File: src/rtl/ibr_pkg.sv
// ----------------------------------------------------------------------------
// ibr_pkg
// Shared widths, register codes and transaction types of the int8
// batch-norm requantizer.
// ----------------------------------------------------------------------------
package ibr_pkg;

  // Default number of coefficient table entries.
  localparam int MAX_CHANNELS_DEF = 64;

  // Field widths.
  localparam int PLANE_W    = 17;
  localparam int COUNT_W    = 7;
  localparam int POS_W      = 16;
  localparam int CH_W       = 6;
  localparam int ACT_W      = 8;
  localparam int MULT_W     = 23;
  localparam int BIAS_W     = 31;
  localparam int SHIFT_W    = 5;
  localparam int PROD_W     = ACT_W + MULT_W;
  localparam int ACC_W      = 32;
  localparam int CFG_IDX_W  = 2;
  localparam int CFG_DATA_W = 17;

  // Largest plane size the position counter covers.
  localparam logic [PLANE_W-1:0] PLANE_MAX = 17'd65536;

  // Configuration register indexes.
  typedef enum logic [CFG_IDX_W-1:0] {
    CFG_PLANE_SIZE    = 2'd0,
    CFG_CHANNEL_COUNT = 2'd1,
    CFG_ACT_MIN       = 2'd2,
    CFG_ACT_MAX       = 2'd3
  } cfg_reg_t;

  // Input operation codes.
  typedef enum logic {
    OP_SAMPLE = 1'b0,
    OP_LOAD   = 1'b1
  } op_t;

  // One coefficient table entry.
  typedef struct packed {
    logic signed [MULT_W-1:0]  mult;
    logic signed [BIAS_W-1:0]  bias;
    logic        [SHIFT_W-1:0] shift;
  } coef_t;

  // Per-sample information that travels beside the arithmetic.
  typedef struct packed {
    logic signed [ACT_W-1:0] sample;
    logic        [CH_W-1:0]  channel;
    logic                    plane_end;
  } tag_t;

  // Output clamp bounds.
  typedef struct packed {
    logic signed [ACT_W-1:0] lo;
    logic signed [ACT_W-1:0] hi;
  } bounds_t;

endpackage

File: src/rtl/int8_batchnorm_requantizer_unit.sv
// A sample passes stage one, stages two to four and the out_valid output register.
// Throughput: one transaction per cycle; in_stall rises only when all five
// stages are full and out_stall is high.
// Reset: counters, valid bits and configuration return to their defaults.
// The coefficient RAM is not cleared; load a channel before streaming it.
// ----------------------------------------------------------------------------
// int8_batchnorm_requantizer_unit
// Per-channel int8 requantizer: x*mult + bias, rounded shift, clamp, with a
// coefficient table held in a synchronous RAM.
// ----------------------------------------------------------------------------
module int8_batchnorm_requantizer_unit
  import ibr_pkg::*;
#(
  parameter int MAX_CHANNELS = MAX_CHANNELS_DEF
) (
  input  logic                     clk,
  input  logic                     rst_n,
  // Configuration port.
  input  logic                     cfg_valid,
  output logic                     cfg_ready,
  input  logic [CFG_IDX_W-1:0]     cfg_index,
  input  logic [CFG_DATA_W-1:0]    cfg_data,
  // Input channel.
  input  logic                     in_valid,
  output logic                     in_stall,
  input  logic                     in_operation,
  input  logic signed [ACT_W-1:0]  in_sample,
  input  logic [CH_W-1:0]          in_load_channel,
  input  logic signed [MULT_W-1:0] in_load_multiplier,
  input  logic signed [BIAS_W-1:0] in_load_bias,
  input  logic [SHIFT_W-1:0]       in_load_shift,
  // Result channel.
  output logic                     out_valid,
  input  logic                     out_stall,
  output logic signed [ACT_W-1:0]  out_result,
  output logic [CH_W-1:0]          out_result_channel,
  output logic                     out_plane_end
);

  localparam int AW = (MAX_CHANNELS > 1) ? $clog2(MAX_CHANNELS) : 1;

  logic          tbl_wr_en;
  logic [AW-1:0] tbl_wr_addr;
  coef_t         tbl_wr_data;
  logic          tbl_rd_en;
  logic [AW-1:0] tbl_rd_addr;
  coef_t         tbl_rd_data;
  logic          pipe_ready;
  logic          s1_valid;
  tag_t          s1_tag;
  bounds_t       bounds;

  // Front end: configuration, counters and table access.
  ibr_seq #(
    .MAX_CHANNELS(MAX_CHANNELS)
  ) u_seq (
    .clk                (clk),
    .rst_n              (rst_n),
    .cfg_valid          (cfg_valid),
    .cfg_ready          (cfg_ready),
    .cfg_index          (cfg_index),
    .cfg_data           (cfg_data),
    .in_valid           (in_valid),
    .in_stall           (in_stall),
    .in_operation       (in_operation),
    .in_sample          (in_sample),
    .in_load_channel    (in_load_channel),
    .in_load_multiplier (in_load_multiplier),
    .in_load_bias       (in_load_bias),
    .in_load_shift      (in_load_shift),
    .tbl_wr_en          (tbl_wr_en),
    .tbl_wr_addr        (tbl_wr_addr),
    .tbl_wr_data        (tbl_wr_data),
    .tbl_rd_en          (tbl_rd_en),
    .tbl_rd_addr        (tbl_rd_addr),
    .pipe_ready         (pipe_ready),
    .s1_valid           (s1_valid),
    .s1_tag             (s1_tag),
    .bounds             (bounds)
  );

  // Coefficient table.
  ibr_ram #(
    .WIDTH($bits(coef_t)),
    .DEPTH(MAX_CHANNELS)
  ) u_coef_ram (
    .clk     (clk),
    .wr_en   (tbl_wr_en),
    .wr_addr (tbl_wr_addr),
    .wr_data (tbl_wr_data),
    .rd_en   (tbl_rd_en),
    .rd_addr (tbl_rd_addr),
    .rd_data (tbl_rd_data)
  );

  // Arithmetic pipeline and output register.
  ibr_dp u_dp (
    .clk                (clk),
    .rst_n              (rst_n),
    .s1_valid           (s1_valid),
    .s1_tag             (s1_tag),
    .s1_coef            (tbl_rd_data),
    .bounds             (bounds),
    .pipe_ready         (pipe_ready),
    .out_valid          (out_valid),
    .out_stall          (out_stall),
    .out_result         (out_result),
    .out_result_channel (out_result_channel),
    .out_plane_end      (out_plane_end)
  );

endmodule

File: src/rtl/ibr_ram.sv
// ----------------------------------------------------------------------------
// ibr_ram
// Generic single-write, single-read synchronous RAM with a registered read
// port and a read enable that holds the output.
// ----------------------------------------------------------------------------
module ibr_ram #(
  parameter int WIDTH = 8,
  parameter int DEPTH = 64
) (
  input  logic                                  clk,
  input  logic                                  wr_en,
  input  logic [((DEPTH > 1) ? $clog2(DEPTH) : 1)-1:0] wr_addr,
  input  logic [WIDTH-1:0]                      wr_data,
  input  logic                                  rd_en,
  input  logic [((DEPTH > 1) ? $clog2(DEPTH) : 1)-1:0] rd_addr,
  output logic [WIDTH-1:0]                      rd_data
);

  logic [WIDTH-1:0] mem [DEPTH];
  logic [WIDTH-1:0] rd_data_r;

  // Write port.
  always_ff @(posedge clk) begin
    if (wr_en) begin
      mem[wr_addr] <= wr_data;
    end
  end

  // Registered read port.
  always_ff @(posedge clk) begin
    if (rd_en) begin
      rd_data_r <= mem[rd_addr];
    end
  end

  assign rd_data = rd_data_r;

endmodule

File: src/rtl/ibr_seq.sv
// ----------------------------------------------------------------------------
// ibr_seq
// Front end: configuration registers, position and channel counters, input
// handshake, coefficient table writes and reads, and the first pipeline
// stage that lines up with the table read.
// ----------------------------------------------------------------------------
module ibr_seq
  import ibr_pkg::*;
#(
  parameter int MAX_CHANNELS = MAX_CHANNELS_DEF
) (
  input  logic                   clk,
  input  logic                   rst_n,
  // Configuration port.
  input  logic                   cfg_valid,
  output logic                   cfg_ready,
  input  logic [CFG_IDX_W-1:0]   cfg_index,
  input  logic [CFG_DATA_W-1:0]  cfg_data,
  // Input channel.
  input  logic                   in_valid,
  output logic                   in_stall,
  input  logic                   in_operation,
  input  logic signed [ACT_W-1:0]  in_sample,
  input  logic [CH_W-1:0]        in_load_channel,
  input  logic signed [MULT_W-1:0] in_load_multiplier,
  input  logic signed [BIAS_W-1:0] in_load_bias,
  input  logic [SHIFT_W-1:0]     in_load_shift,
  // Coefficient table.
  output logic                   tbl_wr_en,
  output logic [((MAX_CHANNELS > 1) ? $clog2(MAX_CHANNELS) : 1)-1:0] tbl_wr_addr,
  output coef_t                  tbl_wr_data,
  output logic                   tbl_rd_en,
  output logic [((MAX_CHANNELS > 1) ? $clog2(MAX_CHANNELS) : 1)-1:0] tbl_rd_addr,
  // Pipeline side.
  input  logic                   pipe_ready,
  output logic                   s1_valid,
  output tag_t                   s1_tag,
  output bounds_t                bounds
);

  localparam int AW = (MAX_CHANNELS > 1) ? $clog2(MAX_CHANNELS) : 1;
  localparam logic [COUNT_W-1:0] CH_SAT = COUNT_W'((MAX_CHANNELS > 127) ? 127 : MAX_CHANNELS);

  logic [PLANE_W-1:0]      plane_size_r;
  logic [COUNT_W-1:0]      channel_count_r;
  logic signed [ACT_W-1:0] act_min_r;
  logic signed [ACT_W-1:0] act_max_r;
  logic [POS_W-1:0]        pos_r, pos_nxt;
  logic [CH_W-1:0]         ch_r, ch_nxt;
  logic                    s1_valid_r;
  tag_t                    s1_tag_r;

  logic [PLANE_W-1:0] eff_plane;
  logic [COUNT_W-1:0] eff_count;
  logic [PLANE_W-1:0] pos_inc;
  logic [COUNT_W-1:0] ch_inc;
  logic               last;
  logic               ch_wrap;
  logic [CH_W-1:0]    ch_sel;
  logic               sample_acc;
  logic               load_acc;

  // Configuration writes are always taken.
  assign cfg_ready = 1'b1;

  always_ff @(posedge clk) begin
    if (!rst_n) begin
      plane_size_r    <= PLANE_W'(1);
      channel_count_r <= COUNT_W'(1);
      act_min_r       <= -8'sd128;
      act_max_r       <= 8'sd127;
    end else if (cfg_valid && cfg_ready) begin
      case (cfg_reg_t'(cfg_index))
        CFG_PLANE_SIZE:    plane_size_r    <= cfg_data[PLANE_W-1:0];
        CFG_CHANNEL_COUNT: channel_count_r <= cfg_data[COUNT_W-1:0];
        CFG_ACT_MIN:       act_min_r       <= $signed(cfg_data[ACT_W-1:0]);
        CFG_ACT_MAX:       act_max_r       <= $signed(cfg_data[ACT_W-1:0]);
        default: ;
      endcase
    end
  end

  assign bounds = '{lo: act_min_r, hi: act_max_r};

  // Input handshake: a transaction moves whenever stage one can take it.
  assign in_stall   = !pipe_ready;
  assign sample_acc = in_valid && !in_stall && (op_t'(in_operation) == OP_SAMPLE);
  assign load_acc   = in_valid && !in_stall && (op_t'(in_operation) == OP_LOAD);

  // Effective bounds and end-of-plane / channel wrap detection.
  always_comb begin
    if (plane_size_r == '0) begin
      eff_plane = PLANE_W'(1);
    end else if (plane_size_r > PLANE_MAX) begin
      eff_plane = PLANE_MAX;
    end else begin
      eff_plane = plane_size_r;
    end
    if (channel_count_r == '0) begin
      eff_count = COUNT_W'(1);
    end else if (channel_count_r > CH_SAT) begin
      eff_count = CH_SAT;
    end else begin
      eff_count = channel_count_r;
    end
    pos_inc = {1'b0, pos_r} + PLANE_W'(1);
    ch_inc  = {1'b0, ch_r} + COUNT_W'(1);
    last    = pos_inc >= eff_plane;
    ch_wrap = ch_inc >= eff_count;
    ch_sel  = (32'(ch_r) >= 32'(MAX_CHANNELS)) ? '0 : ch_r;
  end

  // Counter update on each accepted sample.
  always_comb begin
    pos_nxt = pos_r;
    ch_nxt  = ch_r;
    if (sample_acc) begin
      if (last) begin
        pos_nxt = '0;
        ch_nxt  = ch_wrap ? '0 : ch_inc[CH_W-1:0];
      end else begin
        pos_nxt = pos_inc[POS_W-1:0];
      end
    end
  end

  always_ff @(posedge clk) begin
    if (!rst_n) begin
      pos_r <= '0;
      ch_r  <= '0;
    end else begin
      pos_r <= pos_nxt;
      ch_r  <= ch_nxt;
    end
  end

  // Table access. A load writes at its own edge, so a sample accepted at a
  // later edge always reads the new entry.
  assign tbl_wr_en   = load_acc && (32'(in_load_channel) < 32'(MAX_CHANNELS));
  assign tbl_wr_addr = AW'(in_load_channel);
  assign tbl_wr_data = '{mult: in_load_multiplier, bias: in_load_bias, shift: in_load_shift};
  assign tbl_rd_en   = pipe_ready;
  assign tbl_rd_addr = AW'(ch_sel);

  // Stage one: sample information beside the table read data.
  always_ff @(posedge clk) begin
    if (!rst_n) begin
      s1_valid_r <= 1'b0;
    end else if (pipe_ready) begin
      s1_valid_r <= sample_acc;
    end
  end

  always_ff @(posedge clk) begin
    if (pipe_ready) begin
      s1_tag_r <= '{sample: in_sample, channel: ch_sel, plane_end: last};
    end
  end

  assign s1_valid = s1_valid_r;
  assign s1_tag   = s1_tag_r;

  // A load transaction never enters the arithmetic pipeline.
  a_load_no_item: assert property (@(posedge clk) disable iff (!rst_n)
    load_acc |=> !s1_valid_r)
    else $error("load transaction produced a pipeline item");

  // The sample that ends a plane restarts the position count.
  a_plane_restart: assert property (@(posedge clk) disable iff (!rst_n)
    (sample_acc && last) |=> (pos_r == '0))
    else $error("position count not restarted after plane end");

  // The channel on a tag always addresses an existing table entry.
  a_channel_range: assert property (@(posedge clk) disable iff (!rst_n)
    sample_acc |=> (32'(s1_tag_r.channel) < 32'(MAX_CHANNELS)))
    else $error("channel beyond table depth");

endmodule

File: src/rtl/ibr_dp.sv
// ----------------------------------------------------------------------------
// ibr_dp
// Arithmetic pipeline: multiply, bias add, rounding shift, sign restore and
// clamp, with per-stage valid bits and an output register.
// ----------------------------------------------------------------------------
module ibr_dp
  import ibr_pkg::*;
(
  input  logic                    clk,
  input  logic                    rst_n,
  // Stage one from the front end and the table.
  input  logic                    s1_valid,
  input  tag_t                    s1_tag,
  input  coef_t                   s1_coef,
  input  bounds_t                 bounds,
  output logic                    pipe_ready,
  // Result channel.
  output logic                    out_valid,
  input  logic                    out_stall,
  output logic signed [ACT_W-1:0] out_result,
  output logic [CH_W-1:0]         out_result_channel,
  output logic                    out_plane_end
);

  logic v2_r, v3_r, v4_r, v5_r;
  logic en2, en3, en4, en5;

  logic signed [PROD_W-1:0] prod_r;
  logic signed [BIAS_W-1:0] bias2_r;
  logic [SHIFT_W-1:0]       sh2_r, sh3_r;
  tag_t                     tag2_r, tag3_r, tag4_r, tag5_r;
  logic signed [ACC_W-1:0]  acc_r;
  logic [ACC_W-1:0]         q_r;
  logic                     neg_r;
  logic signed [ACT_W-1:0]  res_r;

  logic signed [ACC_W-1:0]  acc_nxt;
  logic [ACC_W-1:0]         mag;
  logic [ACC_W:0]           rnd;
  logic [ACC_W:0]           sum;
  logic [ACC_W:0]           quo;
  logic signed [ACC_W:0]    val;
  logic signed [ACC_W:0]    lo_ext, hi_ext, low_clamped, clamped;

  // A stage moves when its successor is empty or moving.
  assign en5        = !v5_r || !out_stall;
  assign en4        = !v4_r || en5;
  assign en3        = !v3_r || en4;
  assign en2        = !v2_r || en3;
  assign pipe_ready = !s1_valid || en2;

  always_ff @(posedge clk) begin
    if (!rst_n) begin
      v2_r <= 1'b0;
      v3_r <= 1'b0;
      v4_r <= 1'b0;
      v5_r <= 1'b0;
    end else begin
      if (en2) v2_r <= s1_valid;
      if (en3) v3_r <= v2_r;
      if (en4) v4_r <= v3_r;
      if (en5) v5_r <= v4_r;
    end
  end

  // Stage two: sample times channel multiplier.
  always_ff @(posedge clk) begin
    if (en2) begin
      prod_r  <= PROD_W'(s1_tag.sample * s1_coef.mult);
      bias2_r <= s1_coef.bias;
      sh2_r   <= s1_coef.shift;
      tag2_r  <= s1_tag;
    end
  end

  // Stage three: bias add, exact in 32 bits.
  assign acc_nxt = ACC_W'(prod_r) + ACC_W'(bias2_r);

  always_ff @(posedge clk) begin
    if (en3) begin
      acc_r  <= acc_nxt;
      sh3_r  <= sh2_r;
      tag3_r <= tag2_r;
    end
  end

  // Stage four: round the magnitude half away from zero and shift.
  always_comb begin
    mag = acc_r[ACC_W-1] ? ACC_W'(-acc_r) : ACC_W'(acc_r);
    rnd = (sh3_r == '0) ? '0 : ((ACC_W+1)'(1) << (sh3_r - SHIFT_W'(1)));
    sum = {1'b0, mag} + rnd;
    quo = sum >> sh3_r;
  end

  always_ff @(posedge clk) begin
    if (en4) begin
      q_r    <= quo[ACC_W-1:0];
      neg_r  <= acc_r[ACC_W-1];
      tag4_r <= tag3_r;
    end
  end

  // Stage five: restore the sign, clamp to the minimum, then the maximum.
  always_comb begin
    val         = neg_r ? -$signed({1'b0, q_r}) : $signed({1'b0, q_r});
    lo_ext      = (ACC_W+1)'(bounds.lo);
    hi_ext      = (ACC_W+1)'(bounds.hi);
    low_clamped = (val < lo_ext) ? lo_ext : val;
    clamped     = (low_clamped > hi_ext) ? hi_ext : low_clamped;
  end

  always_ff @(posedge clk) begin
    if (en5) begin
      res_r  <= clamped[ACT_W-1:0];
      tag5_r <= tag4_r;
    end
  end

  assign out_valid          = v5_r;
  assign out_result         = res_r;
  assign out_result_channel = tag5_r.channel;
  assign out_plane_end      = tag5_r.plane_end;

  // The front end is held off only when every stage is full and blocked.
  a_stall_full: assert property (@(posedge clk) disable iff (!rst_n)
    !pipe_ready |-> (s1_valid && v2_r && v3_r && v4_r && v5_r && out_stall))
    else $error("pipeline stalled with an empty stage");

  // An item in stage four reaches the output register once it is free.
  a_advance: assert property (@(posedge clk) disable iff (!rst_n)
    (v4_r && en5) |=> v5_r)
    else $error("item lost between stage four and the output");

endmodule
File: config.mk
export PLATFORM = sky130hd
export DESIGN_NAME = int8_batchnorm_requantizer_unit
export DESIGN_NICKNAME = d
export VERILOG_FILES = /design/src/rtl/ibr_pkg.sv /design/src/rtl/int8_batchnorm_requantizer_unit.sv /design/src/rtl/ibr_ram.sv /design/src/rtl/ibr_seq.sv /design/src/rtl/ibr_dp.sv
export SDC_FILE = /design/constraint.sdc
export NUM_CORES = 2
export LEC_CHECK = 0
export BUFFER_PORTS_ARGS = -buffer_cell sky130_fd_sc_hd__clkbuf_2
export CORE_UTILIZATION = 40
export CTS_CLUSTER_SIZE = 14
export DETAILED_ROUTE_END_ITERATION = 16
export SYNTH_ARGS = -nofsm -noshare
export SYNTH_HDL_FRONTEND = slang
export SYNTH_SLANG_ARGS = --single-unit
export TNS_END_PERCENT = 1
File: constraint.sdc
create_clock -name clk -period 8.35 [get_ports clk]
set_clock_uncertainty 0.05 [all_clocks]
set_input_delay 1.2525 -clock clk [delete_from_list [all_inputs] [get_ports clk]]
set_output_delay 1.2525 -clock clk [all_outputs]
set_load 0.03 [all_outputs]
==> metrics.md <==
| Metric | Value |
|---|---|
| Run status | complete, no violations |
| Final period utilization | 0.868 |
| CTS buffer count | 411 |
| # setup viols final | 0 |
| RSZ-0062 raised after global routing | false |
| Register area | 0.122 mm2 |
| Mapped Cells | 8,961 |
| Core area | 0.421 mm2 |
| Commonest cells after routing, fill and taps aside | 4,023 x edfxtp_1, 815 x mux4_2, 528 x mux2i_1 |
| Worst hold path type | flop to flop |
| Maxcap violations | 0 |
| Initial core utilization | 0.403 |
| Grt total ovfl | 0 |
| Synthesized net count | 9,423 |
| Final hold violation count | 0 |
| Layout fillers | 35,552 |
| WL/cell | 32.4 um |
| Root Buffer | clkbuf_16 |
| H-tree depth | 5 |
| CP startpoint | u_dp.q_r[4]$_DFFE_PP_ |
| Part of the power in combinational logic | 0.128 |
| CTS tree | yes |
| Worst reg2reg endpoint | u_dp.out_result[3]$_DFFE_PP_ |
| Critical Path RT | 9.00 ns |
| Die Wd | 653 um |
| First-pass GRT wire length | 692 mm |
| Worst ir drop on vdd | 203 uV |
| Setup TNS | 0 ns |
| GP Congestion | 0.845 |
| Via/cell ratio | 5.97 |
| Sequential power share | 0.492 |
| Yosys top cell by area | edfxtp_1 |
| Reg2Reg Depth | 25 |
| DIE HEIGHT | 653 um |
| Area of the multi-input gates | 0.0451 mm2 |
| Clock share of power | 0.380 |
| Reg2Reg Setup Slack | 1.11 ns |
| Gr usage total | 0.228 |
| Final Max Slew Viols | 0 |
| Worst slew margin | 0.0671 |
| Commonest non-fill, non-tap cell in the layout | edfxtp_1 |
| Initial antenna violation count | 53 |
| Fin cells | 15,280 |
| Maximum clock path buffer count | 4 |
| Cts hold-fix bufs | 0 |
| YS warnings | 0 |
| Site Rows | 238 |
| Register area share after synthesis | 0.721 |
| Io pins | 116 |
| Largest net degree at the start of global routing | 109 |
| Yosys cell types | 106 |
| Syn avg cell area | 18.9 um2 |
| Worst r2r src | u_dp.q_r[4]$_DFFE_PP_ |
| Fmax | 138 MHz |
| Pwr dens | 247 mW/mm2 |
| Post-synth design cell area | 0.170 mm2 |
| Top_reg_cell synth | edfxtp_1 |
| Critical Path Source Type | flop |
| Yosys reg bits | 4,090 |
| Crit Path Category | flop to flop |
| Dpl hpwl | 276 mm |
| Final #Nets | 9,748 |
| Worst Path Arrival | 7.89 ns |
| Ys async rst share | 0 |
| Clk Latency, worst-skew pair | 1.02 ns |
| Worst slew pin tran | 1.40 ns |
| Fin area | 0.192 mm2 |
| Post-CTS sizing | 0 |
| Critical-path maximum fanout | 10 |
| Switching Share | 0.249 |
| # Post-CTS Setup Buffers | 0 |
| Final min period | 7.24 ns |
| Total Power | 47.4 mW |
| Placed Area | 0.179 mm2 |
| Vias in the first global route | 90,590 |
| Vias | 91,233 |
| DRC | 0 |
| Leak pwr | 59.6 nW |
| Detailed Route Iter0 Violations | 10,927 |
| Switching Power | 11.8 mW |
| CP endpoint kind | flop |
| WL final | 496 mm |
| Drt pass-1 iters | 6 |
| Die Area | 0.426 mm2 |
| Top-area cell type share of the netlist area | 0.713 |
| Share of cells above drive strength 1 | 0.197 |
| Reg clk slew, reported paths | 0.07 ns |
| Post-synth EDFFs | 4,023 |
| Area Growth Syn to Fin | 13.1% |
| Synth area leaders | edfxtp_1 71%, mux4_2 11%, mux2i_1 3.1%, fa_1 1.7%, ha_1 1.6% |
| DRT antenna net count | 0 |
| Clk sink count | 4,090 |
| CP endpoint | u_dp.out_result[3]$_DFFE_PP_ |
| Int Pwr | 35.6 mW |
| Placed insts | 14,513 |
| IO buf count | 114 |
==> Yosys cell counts (all sizes together), types with 8 or more instances <==
| master | number |
|---|---|
| ha | 217 |
| mux2i | 528 |
| a21oi | 273 |
| o221ai | 249 |
| nor2 | 216 |
| o22ai | 175 |
| edfxtp | 4023 |
| inv | 241 |
| mux4 | 815 |
| nand3 | 48 |
| nor3 | 38 |
| o41ai | 9 |
| a211oi | 63 |
| o21ai | 197 |
| a21boi | 30 |
| nor2b | 44 |
| a21o | 64 |
| a2111oi | 16 |
| clkbuf | 276 |
| xnor2 | 124 |
| buf | 180 |
| or3 | 18 |
| nand2b | 48 |
| or2 | 14 |
| a31oi | 21 |
| nand4 | 16 |
| and3 | 24 |
| or4 | 12 |
| and2 | 126 |
| o31ai | 19 |
| o21a | 31 |
| o21bai | 8 |
| dfxtp | 67 |
| fa | 147 |
| mux2 | 28 |
| xor2 | 51 |
| nor4 | 15 |
| nand2 | 367 |
| o211ai | 28 |
==> critical path, cell delays in order, from the launching register on <==
cell and delay, ns:
edfxtp_1 0.44, or4_4 0.56, or4_1 0.48, nand2b_1 0.25
or2_2 0.37, o41ai_1 0.35, xnor2_1 0.18, ha_1 0.33
nand2_1 0.07, nor3_1 0.36, a21boi_0 0.24, a211oi_1 0.11
o22ai_2 0.46, mux2_2 0.41, ha_1 0.29, nor2b_1 0.13
o21a_1 0.16, o21a_1 0.16, o21a_1 0.16, o21a_1 0.15
o21ai_0 0.23, a21o_1 0.18, a31oi_1 0.09, o22ai_1 0.20
buf_4 0.22, mux2_2 0.35
==> area by class of cell <==
cell class	instances	area share
Multi-Input combinational cell	4171	0.235
Sequential cell	4090	0.637
Timing Repair Buffer	368	0.0176
Inverter	244	0.00483
Antenna cell	10	0.000131
Clock inverter	247	0.0117
Tap cell	5640	0.0368
Clock buffer	510	0.0560
==> sequential cells by signal, summed over array words and instances, names as in the netlist, 7 cells and up <==
| register | cells |
|---|---|
| u_coef_ram.mem | 3776 |
| u_dp.acc_r | 32 |
| u_dp.out_result | 8 |
| u_dp.tag4_r | 7 |
| u_dp.prod_r | 31 |
| u_seq.s1_tag | 15 |
| u_seq.plane_size_r | 17 |
| u_coef_ram.rd_data | 59 |
| u_seq.channel_count_r | 7 |
| u_seq.pos_r | 16 |
| u_dp.bias2_r | 31 |
| u_seq.act_max_r | 8 |
| u_dp.q_r | 32 |
| u_seq.act_min_r | 8 |
| u_dp.tag2_r | 7 |
| u_dp.tag3_r | 7 |
==> logic make-up (layout without fill, tap and decap cells) <==
logic type | Yosys count | in the layout | share of synthesized area
flip-flops | 4090 | 4090 | 0.721
multiplexers | 1371 | 1371 | 0.141
AO/OA/AOI/OAI | 1252 | 1252 | 0.0506
AND/OR/NAND/NOR | 1008 | 1008 | 0.0286
buffers and inverters | 700 | 1369 | 0.0164
adder cells (fa/ha/maj) | 364 | 364 | 0.0334
XOR/XNOR | 175 | 175 | 0.00904
other | 1 | 11 | 0.0000221
==> metrics by stage <==
stage           util  hold slack (ns)  worst slack [ns]
2_1_floorplan      -            0.350             0.305
3_3_place_gp   0.424            0.353              1.12
3_5_place_dp   0.424            0.355              1.20
4_1_cts        0.455            0.353              1.15
5_1_grt        0.455            0.366             0.740
6_report       0.455            0.349              1.11
==> how the worst min path moves through the flow <==
stage / cells past startpoint / end / start
after floorplan: 0 / u_dp.bias2_r[0]$_DFFE_PP_ / u_coef_ram.rd_data[5]$_DFFE_PN_
after global placement: 0 / u_dp.tag2_r[2]$_DFFE_PP_ / u_seq.s1_tag[2]$_DFFE_PN_
after detailed placement: 0 / u_dp.bias2_r[28]$_DFFE_PP_ / u_coef_ram.rd_data[33]$_DFFE_PN_
after CTS: 0 / u_dp.bias2_r[30]$_DFFE_PP_ / u_coef_ram.rd_data[35]$_DFFE_PN_
after global routing: 0 / u_dp.bias2_r[10]$_DFFE_PP_ / u_coef_ram.rd_data[15]$_DFFE_PN_
final: 0 / u_dp.bias2_r[19]$_DFFE_PP_ / u_coef_ram.rd_data[24]$_DFFE_PN_
==> layer usage <==
metal / vias to the layer above / global-route usage / wire [um] / share of wire
met4: 26 / 0.0664 / 15300 / 0.031
met3: 759 / 0.0371 / 40700 / 0.082
met1: 48912 / 0.314 / 201000 / 0.41
met5: - / 0 / 156 / 0.00031
li1: 37255 / - / - / -
met2: 4281 / 0.374 / 239000 / 0.48
==> power by group through the flow <==
stage	logic [mW]	clock network [mW]	registers, mW
after global routing	6.67	19.0	23.3
after global placement	6.00	0	23.7
after detailed placement	6.04	0	23.7
after floorplan	4.27	0	23.7
final	6.06	18.0	23.3
after CTS	6.08	18.2	23.3
(Power assumes the default switching activity.)
